===== src/rtl/byc_pkg.sv =====
package byc_pkg;

  localparam int unsigned MAX_DIMENSION = 4096;
  localparam int unsigned DIM_W = $clog2(MAX_DIMENSION + 1);
  localparam int unsigned POS_W = $clog2(MAX_DIMENSION);
  localparam int unsigned CFG_INDEX_W = 1;
  localparam int unsigned CFG_DATA_W = 13;
  localparam int unsigned PIX_W = 8;
  localparam int unsigned ACC_W = 18;

  localparam logic [CFG_INDEX_W-1:0] REG_FRAME_WIDTH = 1'b0;
  localparam logic [CFG_INDEX_W-1:0] REG_FRAME_HEIGHT = 1'b1;

  localparam logic [CFG_DATA_W-1:0] RESET_FRAME_WIDTH = 13'd1920;
  localparam logic [CFG_DATA_W-1:0] RESET_FRAME_HEIGHT = 13'd1080;

  localparam logic signed [ACC_W-1:0] Y_R = 18'sd66;
  localparam logic signed [ACC_W-1:0] Y_G = 18'sd129;
  localparam logic signed [ACC_W-1:0] Y_B = 18'sd25;
  localparam logic signed [ACC_W-1:0] Y_OFS = 18'sd16;
  localparam logic signed [ACC_W-1:0] CB_R = -18'sd38;
  localparam logic signed [ACC_W-1:0] CB_G = -18'sd74;
  localparam logic signed [ACC_W-1:0] CB_B = 18'sd112;
  localparam logic signed [ACC_W-1:0] CR_R = 18'sd112;
  localparam logic signed [ACC_W-1:0] CR_G = -18'sd94;
  localparam logic signed [ACC_W-1:0] CR_B = -18'sd18;
  localparam logic signed [ACC_W-1:0] C_OFS = 18'sd128;

  typedef struct packed {
    logic [PIX_W-1:0] luma;
    logic [PIX_W-1:0] blue_difference;
    logic [PIX_W-1:0] red_difference;
  } byc_color_t;

  function automatic logic [PIX_W-1:0] weigh(input logic signed [ACC_W-1:0] sum,
                                             input logic signed [ACC_W-1:0] offset);
    logic signed [ACC_W-1:0] biased;
    biased = sum + (offset <<< 8);
    if (biased < 0) begin
      return '0;
    end
    return biased[15:8];
  endfunction

endpackage


===== src/rtl/bgra_to_yuv420_pixel_converter_unit.sv =====
// output: an accepted item is loaded into the output register and its result is presented
//   from that register in the next cycle
// throughput: one item per cycle, set by the single output register that stalls only
//   while its result waits downstream
// reset: synchronous active-low rst_n clears the output valid and the column and line
//   counters, and loads frame width 1920 and frame height 1080
module bgra_to_yuv420_pixel_converter_unit (
  input  logic                              clk,
  input  logic                              rst_n,
  input  logic                              in_valid,
  output logic                              in_stall,
  input  logic [byc_pkg::PIX_W-1:0]         in_blue,
  input  logic [byc_pkg::PIX_W-1:0]         in_green,
  input  logic [byc_pkg::PIX_W-1:0]         in_red,
  output logic                              out_valid,
  input  logic                              out_stall,
  output logic [byc_pkg::PIX_W-1:0]         out_luma,
  output logic                              out_chroma_valid,
  output logic [byc_pkg::PIX_W-1:0]         out_blue_difference,
  output logic [byc_pkg::PIX_W-1:0]         out_red_difference,
  output logic                              out_line_end,
  output logic                              out_frame_end,
  input  logic                              cfg_write_enable,
  input  logic [byc_pkg::CFG_INDEX_W-1:0]   cfg_index,
  input  logic [byc_pkg::CFG_DATA_W-1:0]    cfg_write_data
);
  import byc_pkg::*;

  logic [CFG_DATA_W-1:0] frame_width_r;
  logic [CFG_DATA_W-1:0] frame_height_r;
  logic [POS_W-1:0]      col_r;
  logic [POS_W-1:0]      col_nxt;
  logic [POS_W-1:0]      line_r;
  logic [POS_W-1:0]      line_nxt;
  logic                  out_valid_r;
  logic                  out_valid_nxt;
  byc_color_t            color_r;
  logic                  chroma_r;
  logic                  line_end_r;
  logic                  frame_end_r;

  logic [DIM_W-1:0]      width_use;
  logic [DIM_W-1:0]      height_use;
  logic [POS_W-1:0]      width_last;
  logic [POS_W-1:0]      height_last;
  logic                  accept;
  logic                  chroma_on;
  logic                  eol;
  logic                  eof;
  byc_color_t            color;

  always_comb begin
    width_use = frame_width_r;
    if (frame_width_r < DIM_W'(2)) begin
      width_use = DIM_W'(2);
    end else if (frame_width_r > DIM_W'(MAX_DIMENSION)) begin
      width_use = DIM_W'(MAX_DIMENSION);
    end
    height_use = frame_height_r;
    if (frame_height_r < DIM_W'(1)) begin
      height_use = DIM_W'(1);
    end else if (frame_height_r > DIM_W'(MAX_DIMENSION)) begin
      height_use = DIM_W'(MAX_DIMENSION);
    end
  end

  assign width_last = POS_W'(width_use - DIM_W'(1));
  assign height_last = POS_W'(height_use - DIM_W'(1));

  assign in_stall = out_valid_r && out_stall;
  assign accept = in_valid && !in_stall;

  assign chroma_on = !line_r[0] && !col_r[0];
  assign eol = col_r >= width_last;
  assign eof = eol && (line_r >= height_last);

  byc_color_matrix u_matrix (
    .blue      (in_blue),
    .green     (in_green),
    .red       (in_red),
    .chroma_on (chroma_on),
    .color     (color)
  );

  always_comb begin
    col_nxt = col_r;
    line_nxt = line_r;
    if (accept) begin
      if (eol) begin
        col_nxt = '0;
        line_nxt = eof ? '0 : line_r + POS_W'(1);
      end else begin
        col_nxt = col_r + POS_W'(1);
      end
    end
    out_valid_nxt = out_valid_r;
    if (accept) begin
      out_valid_nxt = 1'b1;
    end else if (!out_stall) begin
      out_valid_nxt = 1'b0;
    end
  end

  always_ff @(posedge clk) begin
    if (!rst_n) begin
      frame_width_r <= RESET_FRAME_WIDTH;
      frame_height_r <= RESET_FRAME_HEIGHT;
      col_r <= '0;
      line_r <= '0;
      out_valid_r <= 1'b0;
    end else begin
      if (cfg_write_enable) begin
        case (cfg_index)
          REG_FRAME_WIDTH: frame_width_r <= cfg_write_data;
          REG_FRAME_HEIGHT: frame_height_r <= cfg_write_data;
          default: ;
        endcase
      end
      col_r <= col_nxt;
      line_r <= line_nxt;
      out_valid_r <= out_valid_nxt;
    end
  end

  always_ff @(posedge clk) begin
    if (accept) begin
      color_r <= color;
      chroma_r <= chroma_on;
      line_end_r <= eol;
      frame_end_r <= eof;
    end
  end

  assign out_valid = out_valid_r;
  assign out_luma = color_r.luma;
  assign out_chroma_valid = chroma_r;
  assign out_blue_difference = color_r.blue_difference;
  assign out_red_difference = color_r.red_difference;
  assign out_line_end = line_end_r;
  assign out_frame_end = frame_end_r;

  a_frame_end_ends_line: assert property (@(posedge clk) disable iff (!rst_n)
    out_valid_r && frame_end_r |-> line_end_r)
    else $error("frame end without line end");

  a_no_chroma_zero: assert property (@(posedge clk) disable iff (!rst_n)
    out_valid_r && !chroma_r |-> color_r.blue_difference == '0 && color_r.red_difference == '0)
    else $error("chroma difference nonzero without chroma");

  a_frame_wrap: assert property (@(posedge clk) disable iff (!rst_n)
    accept && eof |=> col_r == '0 && line_r == '0)
    else $error("counters did not wrap at frame end");

endmodule


===== src/rtl/byc_color_matrix.sv =====
module byc_color_matrix (
  input  logic [byc_pkg::PIX_W-1:0] blue,
  input  logic [byc_pkg::PIX_W-1:0] green,
  input  logic [byc_pkg::PIX_W-1:0] red,
  input  logic                      chroma_on,
  output byc_pkg::byc_color_t       color
);
  import byc_pkg::*;

  logic signed [ACC_W-1:0] b_s;
  logic signed [ACC_W-1:0] g_s;
  logic signed [ACC_W-1:0] r_s;
  logic signed [ACC_W-1:0] y_sum;
  logic signed [ACC_W-1:0] cb_sum;
  logic signed [ACC_W-1:0] cr_sum;

  assign b_s = $signed({{(ACC_W-PIX_W){1'b0}}, blue});
  assign g_s = $signed({{(ACC_W-PIX_W){1'b0}}, green});
  assign r_s = $signed({{(ACC_W-PIX_W){1'b0}}, red});

  assign y_sum = Y_R * r_s + Y_G * g_s + Y_B * b_s;
  assign cb_sum = CB_R * r_s + CB_G * g_s + CB_B * b_s;
  assign cr_sum = CR_R * r_s + CR_G * g_s + CR_B * b_s;

  always_comb begin
    color.luma = weigh(y_sum, Y_OFS);
    color.blue_difference = '0;
    color.red_difference = '0;
    if (chroma_on) begin
      color.blue_difference = weigh(cb_sum, C_OFS);
      color.red_difference = weigh(cr_sum, C_OFS);
    end
  end

endmodule

===== config.mk =====
export PLATFORM = sky130hd
export DESIGN_NAME = bgra_to_yuv420_pixel_converter_unit
export DESIGN_NICKNAME = d
export VERILOG_FILES = /design/src/rtl/byc_pkg.sv /design/src/rtl/bgra_to_yuv420_pixel_converter_unit.sv /design/src/rtl/byc_color_matrix.sv
export SDC_FILE = /design/constraint.sdc
export NUM_CORES = 1
export LEC_CHECK = 0
export BUFFER_PORTS_ARGS = -buffer_cell sky130_fd_sc_hd__buf_2
export CORE_MARGIN = 10
export CORE_UTILIZATION = 45
export DETAILED_ROUTE_END_ITERATION = 7
export PLACE_DENSITY = 0.73
export SYNTH_ARGS = -nofsm -noshare
export SYNTH_HDL_FRONTEND = slang
export SYNTH_SLANG_ARGS = --single-unit

===== constraint.sdc =====
create_clock -name clk -period 6.75 [get_ports clk]
set_input_delay 1.35 -clock clk [delete_from_list [all_inputs] [get_ports clk]]
set_output_delay 1.35 -clock clk [all_outputs]
set_load 0.005 [all_outputs]

### Word-level counts from Yosys, hierarchy flattened

Cells that the tools add are included.

* flip-flop bits (word level): 78
* input port bits: 43
* output and inout port bits: 29
* word-level logic and storage cells: 73

* $add $sub $neg: 13
* multiply operators: 9
* $lt $le $gt $ge: 9
* eq/ne operators: 1
* multiplexer cells: 19
* bitwise gates (word level): 1
* reduce and logical (&&, ||, !) cells: 10

Operators with widths (number)
* adder 18 bit: 6
* 2-to-1 mux 12 bit: 6
* less-than comparator 18 x 1 -> 1 bit (second input constant): 3
* 2-to-1 mux 8 bit: 6
* adder 18 x 17 -> 18 bit (second input constant): 2
* multiplier 7 x 9 -> 16 bit (first input constant): 2
* greater-than comparator 13 bit (second input constant): 2
* adder 12 x 1 -> 12 bit (second input constant): 2
* greater-or-equal comparator 12 bit: 2
* subtractor 12 x 1 -> 12 bit (second input constant): 2
* multiplier 3 x 8 -> 11 bit (first input constant): 2
* adder 18 x 14 -> 18 bit (second input constant): 1
* multiplier 8 x 8 -> 16 bit (first input constant): 1
* multiplier 6 x 9 -> 15 bit (first input constant): 1
* multiplier 5 x 9 -> 14 bit (first input constant): 1
* multiplier 6 x 8 -> 14 bit (first input constant): 1
* less-than comparator 13 x 1 -> 1 bit (second input constant): 1
* less-than comparator 13 x 2 -> 1 bit (second input constant): 1
* multiplier 5 x 8 -> 13 bit (first input constant): 1
* 2-to-1 mux 1 bit: 7
* AND reduction 2 bit: 3
* logical AND 1 bit: 4
* zero test 1 bit: 3
* != test 2 x 1 -> 1 bit (second input constant): 1
* inverter 1 bit: 1

### Longest topological paths before layout

Gate-level depths: netlist of the first run.

* word-level depth: 8
* mapped depth: 27
* mapped depth without buffers: 27

### Cells and area by module

A second synthesis of the first run with hierarchy kept.

* cells, all modules: 1398
* area, all modules: 12484.5 um^2

Modules (own cells, without submodules)
* byc_color_matrix: times used 1, cells an instance 955, area each 8435.6 um^2, sequential area each 0.0 um^2
* bgra_to_yuv420_pixel_converter_unit: times used 1, cells an instance 443, area each 4048.9 um^2, sequential area each 1831.8 um^2

### Worst setup path before layout of the first run

Ideal clock, no wire load.

* path kind: input port to flip-flop
* start: in in_green[4] (netlist name)
* end: reg color_r, in the netlist out_blue_difference[4], data pin
* library setup time: 0.255 ns
* arrival time: 6.634 ns
* required time: 6.495 ns
* slack: -0.139 ns
* cell stages on the path: 25
* path buffers: 0
* cell sequence: inv_1 -> ha_1 -> fa_1 -> inv_1 -> fa_1 -> inv_1 -> fa_1 -> inv_1 -> ha_1 -> o21a_1 -> o31a_1 -> o211ai_1 -> nand2_1 -> a41oi_1 -> nor2b_1 -> xnor2_1 -> fa_1 -> ha_1 -> a21o_1 -> a21o_1 -> a21oi_1 -> inv_1 -> o21ai_1 -> nand2_1 -> and3b_1

* cells in the longest elaborated chain, start to end: 8

Ends and longest elaborated chain
* from (decl): line bgra_to_yuv420_pixel_converter_unit.sv:13 `input logic [byc_pkg::PIX_W-1:0] in_green,`
* multiplier 7 x 9 -> 16 bit *: line byc_color_matrix.sv:22 `assign cb_sum = CB_R * r_s + CB_G * g_s + CB_B * b_s;`
* adder 18 bit * (2 in series): line byc_color_matrix.sv:22
* adder 18 x 17 -> 18 bit *: line byc_pkg.sv:38 `biased = sum + (offset <<< 8);`
* less-than comparator 18 x 1 -> 1 bit: line byc_pkg.sv:39 `if (biased < 0) begin`
* 2-to-1 mux 1 bit: line byc_pkg.sv:39
* 2-to-1 mux 1 bit: line byc_color_matrix.sv:29 `if (chroma_on) begin`
* 2-to-1 mux 8 bit *: line byc_pkg.sv:42 `return biased[15:8];`
* to (signal assigned): line bgra_to_yuv420_pixel_converter_unit.sv:127 `color_r <= color;`
* to (decl): line bgra_to_yuv420_pixel_converter_unit.sv:37 `byc_color_t color_r;`

Every way passes the cells marked *; elsewhere a longest branch is shown, timed or not. The select of a mux whose other input is x is not followed.
A chain may end at the register's enable or synchronous reset.

### Worst setup path in the final report of the first run

* start: in in_green[1] (netlist name)
* end: reg color_r, in the netlist out_blue_difference[0], data pin

The elaborated chain is that of the path after synthesis.

==> results by group, run 1 <==
Drt
  • Initial DRC Count: 560
  • Post-route ant nets: 0
  • Per-cell routed wire length: around 16 um
  • DRC Markers: 0
  • Detail-routed via count per cell: approximately 5.3
  • Via Count: 9705
  • Post-Route WL: 28700 um
  • DR pass1 iterations: 5

GRT
  • First-pass GRT wire length: about 48000 um
  • Initial antenna violation count: 2
  • Largest net degree at the start of global routing: 35
  • Total Routing Usage GR: 0.1740
  • Vias in the first global route: 10058
  • Overflow after GRT: 0

Synth
  • Top FF cell, synth: dfxtp_1
  • Fraction of registers with async set/reset: 0
  • Seq/Total Area, Yosys: 0.1506
  • Synth warn: 0
  • Cells after Synth: 1328
  • Net Count, Synth: 1755
  • Post-synth EDFFs: 27
  • Syn avg cell area: 9.161 um^2
  • Top cells by area, synth: ha_1 (30%), fa_1 (16%), dfxtp_1 (8.4%)
  • Cell variety after synth: 67
  • Netlist area before placement: 12170 um^2
  • Post-synth top area cell: ha_1
  • #FFs+latches synth: 78
  • Share of the synthesized area in the top cell type: 0.2962

STA
  • Final setup fails: 0
  • RSZ-0062 raised after global routing: true
  • Final hold viol count: 0
  • Hold Slack: around 500 ps
  • Least-Margin Pin Slew: 836.5 ps
  • Final Skew: around 12 ps
  • Slew margin rel.: 0.4412
  • Slew Limit Fails: 0
  • Fin crit period: 6563 ps
  • F_max: between 0.15 and 0.2 GHz
  • Fin crit share: 0.9724

Worst setup path
  • WP data required: 6910 ps
  • Worst Path Max Fanout: 6
  • Worst reg2reg path depth: 15
  • WP data arrival: 6730 ps
  • Launching element type of the critical path: input pin
  • Worst R2R Start: frame_width_r[6]
  • CP peak stage delay: 530 ps
  • CP max stage cell: fa_1
  • Category of the most critical setup path: input pin to flop
  • Worst Setup End Kind: flop
  • Reg2Reg Setup Slack: 2440 ps
  • Most frequent CP cell: inv_1
  • R2r endpoint: line_r[3]

Status
  • Outcome: completed

Pwr
  • P per Cell Area: ~430 nW/um^2
  • Power Total: 6.051 mW
  • Static Leak: slightly above 7 nW
  • Worst VDD drop: 0.3365 mV

Floorplanning
  • I/O pins: 72
  • Placeable Area: roughly 27000 um^2
  • Die Height: 184.4 um
  • Starting density of the core: 0.4539
  • Die Wd: 184.4 um
  • Total die area: approximately 34000 um^2
  • Row cnt: 60

Worst hold path
  • Worst hold-check path type: flop to flop
  • Worst hold start: frame_height_r[4]
  • Min-Delay Endpoint: frame_height_r[4]
  • Hold path cells: 2

Clock network
  • CTS max path bufs: 2
  • Clk Latency, worst-skew pair: 340 ps
  • Clock Pin Slew Worst Setup and Hold Paths: 60 ps
  • Hold Buf Count CTS: 0
  • H-tree lvl count: 3
  • CTS Buf Count: 9
  • CTS tree: done
  • Clock tree root buffer cell: clkbuf_16
  • Clk sinks: 78

Place
  • Dpl hpwl: 24920 um
  • Routability cong.: 0.9571
  • Placed instance area: around 14000 um^2
  • Number of port buffers: 71

Final layout
  • Layout Nets: 1920
  • Final instance area: 14100 um^2
  • Synth-to-layout area growth: 15.87%
  • Antenna fix cells: 0
  • Fraction of layout cells with a size suffix above 1: 0.1502
  • Most common cell after layout, fill and taps aside: ha_1
  • Most frequent cells in the layout: ha_1 (284), inv_1 (197), nand2_1 (96), fa_1 (96), buf_4 (95)

Run
  • MaxCap Viol Count: 0
==> cells by family (layout without fill, tap and decap cells) <==
family,count (synthesis),count (layout),synth area share
fa+ha+maj,384,384,0.4542
simple gates,316,316,0.1243
compound gates,229,229,0.1255
buf+inv,211,381,0.06603
xor+xnor,108,108,0.07775
flops,78,78,0.1506
mux,2,2,0.001646
==> routing by layer <==
metal / track usage / share of wire / vias to the layer above
met3: 0.02441 / 0.036 / 42
li1: - / - / 4847
met1: 0.2081 / 0.44 / 4652
met4: 0.06391 / 0.032 / 4
met5: 0 / 0.00070 / -
met2: 0.3090 / 0.49 / 160
==> registers in the layout, indices dropped and copies added, names as in the netlist, 8 cells and up <==
register             flops
out_red_difference       8
frame_width_r           13
frame_height_r          13
out_luma                 8
line_r                  12
out_blue_difference      8
col_r                   12
==> worst max-delay path, delay by kind of cell <==
kind	cells	cell delay [ps]
fa+ha+maj	7	2900
xor+xnor	1	100
compound gates	7	1020
simple gates	3	600
buf+inv	9	730
==> timing repair <==
item | 4_1_cts | 5_1_grt
setup endpoints to repair | 0 | 20
resized for setup | 0 | 22
setup buffers | 0 | 1
==> final cells by class <==
cell class,instances,area (um^2)
tap,341,426.7
clock buffer,9,225.2
sequential,78,1832
timing repair buffer,168,1109
inverter,197,739.5
multi-input combinational,1039,9692
clock inverter,7,72.57
fill,2389,12700
==> synth_stat cells (all sizes together) (4+ instances only) <==
cell type,number
nor2b,16
and2,6
o21ai,36
a31oi,11
o21bai,13
xnor2,71
buf,5
nor2,95
nand2b,11
a21o,35
a21oi,65
o21a,16
nand2,96
nand3,27
clkbuf,9
fa,96
ha,288
a21boi,21
xor2,37
edfxtp,27
a211oi,4
nand4,10
nor3,27
nor4,10
inv,197
dfxtp,51
==> stage by stage <==
step / worst slack (ps) / instances / util / setup TNS [ps]
final: 186.6 / 1839 / 0.5260 / 0
after global placement: -157.6 / 1822 / 0.5093 / -1567
after global routing: -29.70 / 1839 / 0.5260 / -160.8
after CTS: 19.93 / 1838 / 0.5204 / 0
after floorplan: 1.771 / 1328 / - / 0
after detailed placement: -321.7 / 1822 / 0.5093 / -3280
==> worst max-delay path by stage <==
| stage | start | endpoint | slack [ps] | depth (start not counted) |
|---|---|---|---|---|
| after floorplan | in_green[4] | out_blue_difference[4] | 2 | 25 |
| after global placement | in_green[1] | out_blue_difference[4] | -160 | 27 |
| after detailed placement | in_green[1] | out_blue_difference[3] | -320 | 26 |
| after CTS | in_green[1] | out_blue_difference[3] | 20 | 26 |
| after global routing | in_green[4] | out_blue_difference[2] | -30 | 26 |
| final | in_green[1] | out_blue_difference[0] | 190 | 27 |
==> power breakdown <==
group	internal, mW	switching (mW)	total, mW
sequential	0.698	0.0331	0.731
combinational	2.32	2.51	4.83
clock	0.288	0.201	0.489
total	3.31	2.74	6.05
(Power assumes the default switching activity.)
==> run 2, diff against run 1 <==
--- a/config.mk
+++ b/config.mk
@@ -6,10 +6,8 @@
 export NUM_CORES = 1
 export LEC_CHECK = 0
 export BUFFER_PORTS_ARGS = -buffer_cell sky130_fd_sc_hd__buf_2
-export CORE_MARGIN = 10
 export CORE_UTILIZATION = 45
 export DETAILED_ROUTE_END_ITERATION = 7
-export PLACE_DENSITY = 0.73
 export SYNTH_ARGS = -nofsm -noshare
 export SYNTH_HDL_FRONTEND = slang
 export SYNTH_SLANG_ARGS = --single-unit
==> run 2 against run 1 <==
  * The flow now finishes with violations (DRC)
  * Cell area about the same
  * Sequential share of layout area about the same
  * Sequential power about the same
  * Register-to-register slack improved by 20 ps
  * Worst setup slack improved by 54 ps
  * Clock power about the same
  * Non-clock buffer count increased by 7
  * Critical path depth decreased by 1
  * Combinational power increased by 1%
  * Hold slack got worse by 7.1 ps
  * First-iteration DRC count decreased by 30%
  * Power increased by 0.71%
  * Largest cell class unchanged
==> results by group, run 2 (same netlist as run 1, synthesis figures left out) <==
Status
  • Outcome: finished, violations left (was completed)
  • Violated checks: DRC

STA
  • Final hold viol count: 0 (unchanged)
  • Setup TNS: 0 ps (unchanged)
  • Final Skew: 9.587 ps (was 11.71 ps)
  • Slew Limit Fails: 0 (unchanged)
  • Final setup fails: 0 (unchanged)
  • RSZ-0062 raised after global routing: true (unchanged)
  • Least-Margin Pin Slew: 1068 ps (was 836.5 ps)
  • F_max: 0.1536 GHz (was 0.1524 GHz)
  • Fin crit period: 6509 ps (was 6563 ps)
  • Slew margin rel.: 0.2863 (was 0.4412)
  • Fin crit share: 0.9643 (was 0.9724)
  • Hold Slack: 494.8 ps (was 501.9 ps)

GRT
  • Overflow after GRT: 0 (unchanged)
  • Total Routing Usage GR: 0.2064 (was 0.1740)
  • Largest net degree at the start of global routing: 35 (unchanged)
  • Initial antenna violation count: 1 (was 2)
  • First-pass GRT wire length: 45650 um (was 47890 um)
  • Vias in the first global route: 9358 (was 10058)

Clock network
  • CTS Buf Count: 9 (unchanged)
  • Clock Pin Slew Worst Setup and Hold Paths: 70 ps (was 60 ps)
  • Clk Latency, worst-skew pair: 350 ps (was 340 ps)
  • CTS tree: done (unchanged)
  • H-tree lvl count: 3 (unchanged)
  • Hold Buf Count CTS: 0 (unchanged)
  • Clk sinks: 78 (unchanged)
  • Clock tree root buffer cell: clkbuf_16 (unchanged)
  • CTS max path bufs: 2 (unchanged)

Place
  • Number of port buffers: 71 (unchanged)
  • Placed instance area: 13680 um^2 (was 13650 um^2)
  • Routability cong.: 0.8648 (was 0.9571)
  • Dpl hpwl: 24130 um (was 24920 um)

Pwr
  • Worst VDD drop: 0.4279 mV (was 0.3365 mV)
  • Power Total: 6.094 mW (was 6.051 mW)
  • Switching Fraction: 0.4516 (was 0.4529)
  • Switching power: 2.752 mW (was 2.741 mW)
  • Sequential group share of total power: 0.119 (was 0.121)
  • P_int: 3.342 mW (was 3.310 mW)
  • P per Cell Area: 432.1 nW/um^2 (was 429.2 nW/um^2)
  • Static Leak: 7.164 nW (was 7.155 nW)
  • Gate power share: 0.801 (was 0.798)
  • Power share of the clock group: 0.080 (was 0.081)

Drt
  • Post-Route WL: 27660 um (was 28700 um)
  • DR pass1 iterations: 8 (was 5)
  • Detail-routed via count per cell: 5.130 (was 5.277)
  • Post-route ant nets: 0 (unchanged)
  • Via Count: 9445 (was 9705)
  • DRC Markers: 8 (was 0)
  • Per-cell routed wire length: 15.03 um (was 15.60 um)
  • Initial DRC Count: 392 (was 560)

Final layout
  • Post-layout util: 0.5366 (was 0.5260)
  • Largest registers: frame_height_r (13), frame_width_r (13) (unchanged)
  • Most frequent cells in the layout: ha_1 (284), inv_1 (197), buf_4 (104) (was ha_1 (284), inv_1 (197), nand2_1 (96), fa_1 (96), buf_4 (95))
  • Layout Nets: 1927 (was 1920)
  • Final instance area: 14100 um^2 (about the same)
  • Synth-to-layout area growth: 15.92% (was 15.87%)
  • Most common cell after layout, fill and taps aside: ha_1 (unchanged)
  • Fraction of layout cells with a size suffix above 1: 0.1535 (was 0.1502)

Worst setup path
  • WP data required: 6850 ps (was 6910 ps)
  • Worst R2R Start: frame_width_r[6] (unchanged)
  • Worst Setup End Kind: flop (unchanged)
  • Reg2Reg Setup Slack: 2460 ps (was 2440 ps)
  • Worst Path Max Fanout: 4 (was 6)
  • CP peak stage delay: 530 ps (about the same)
  • Launching element type of the critical path: input pin (unchanged)
  • R2r endpoint: line_r[7] (was line_r[3])
  • Most frequent CP cell: inv_1 (unchanged)
  • Category of the most critical setup path: input pin to flop (unchanged)
  • Worst reg2reg path depth: 17 (was 15)
  • CP max stage cell: fa_1 (unchanged)
  • WP data arrival: 6610 ps (was 6730 ps)

Worst hold path
  • Worst hold-check path type: flop to flop (unchanged)
  • Worst hold start: frame_width_r[5] (was frame_height_r[4])
  • Min-Delay Endpoint: frame_width_r[5] (was frame_height_r[4])
  • Hold path cells: 2 (unchanged)

Floorplanning
  • I/O pins: 72 (unchanged)
  • Placeable Area: 26280 um^2 (was 26800 um^2)
  • Row cnt: 59 (was 60)
  • Total die area: 27700 um^2 (was 34010 um^2)
  • Die Height: 166.4 um (was 184.4 um)
  • Die Wd: 166.4 um (was 184.4 um)
  • Starting density of the core: 0.4629 (was 0.4539)

Run
  • MaxCap Viol Count: 0 (unchanged)
[run 2: changes by cell type in the layout (fill, tap and decap cells not counted), sizes merged]
cell	change
clkbuf	+2
buf	+7
clkinv	-1
diode	+1
bufinv	-1
[run 2: metrics by stage]
step / std cells / worst slack, ps
finish: 1841 / 240.8
global route: 1840 / -42.94
CTS: 1840 / 58.60
detailed placement: 1824 / -295.6
global placement: 1824 / -206.8
floorplan: 1328 / 1.771
[run 2: power by group through the flow]
stage / Clock [mW] / Sequential, mW / Combinational, mW
6_report: 0.487 / 0.728 / 4.88
5_1_grt: 0.519 / 0.737 / 5.56
4_1_cts: 0.500 / 0.730 / 4.67
3_5_place_dp: 0 / 0.740 / 4.63
3_3_place_gp: 0 / 0.740 / 4.58
2_1_floorplan: 0 / 0.746 / 3.19
[run 2: timing repair]
item,4_1_cts,5_1_grt
endpoints found under the hold margin,0,0
endpoints found under the setup margin,0,16
setup buffers,0,0
resized for setup,0,22
[run 2: worst max path at each step]
stage,cells past startpoint,slack (ps),start,end
after floorplan,25,2,in_green[4],out_blue_difference[4]
after detailed placement,26,-300,in_green[1],out_blue_difference[7]
final,26,240,in_green[1],out_blue_difference[4]
after global placement,27,-210,in_green[1],out_blue_difference[4]
after CTS,26,60,in_green[1],out_blue_difference[7]
after global routing,26,-40,in_red[4],out_blue_difference[4]
[run 2: worst max-delay path: cells and delay by family]
kind / cells / cell delay, ps
AO/OA/AOI/OAI: 5 / 730
XOR/XNOR: 1 / 90
adder cells (fa/ha/maj): 7 / 2930
buffers and inverters: 7 / 450
AND/OR/NAND/NOR: 6 / 1050
[run 2: metal layers]
layer	up-vias	global-route usage	routed length, um
met4	0	0.03945	262
met3	15	0.02448	838
met1	4443	0.2654	12950
met5	-	0	0
li1	4856	-	-
met2	131	0.3719	13620
[run 2: cell type report]
type / count / area, um^2
timing repair buffer: 175 / 1136
inverter: 197 / 739.5
tap: 335 / 419.2
sequential: 78 / 1832
clock inverter: 5 / 40.04
clock buffer: 11 / 252.7
multi-input combinational: 1039 / 9681
antenna: 1 / 2.502
fill: 2491 / 12180
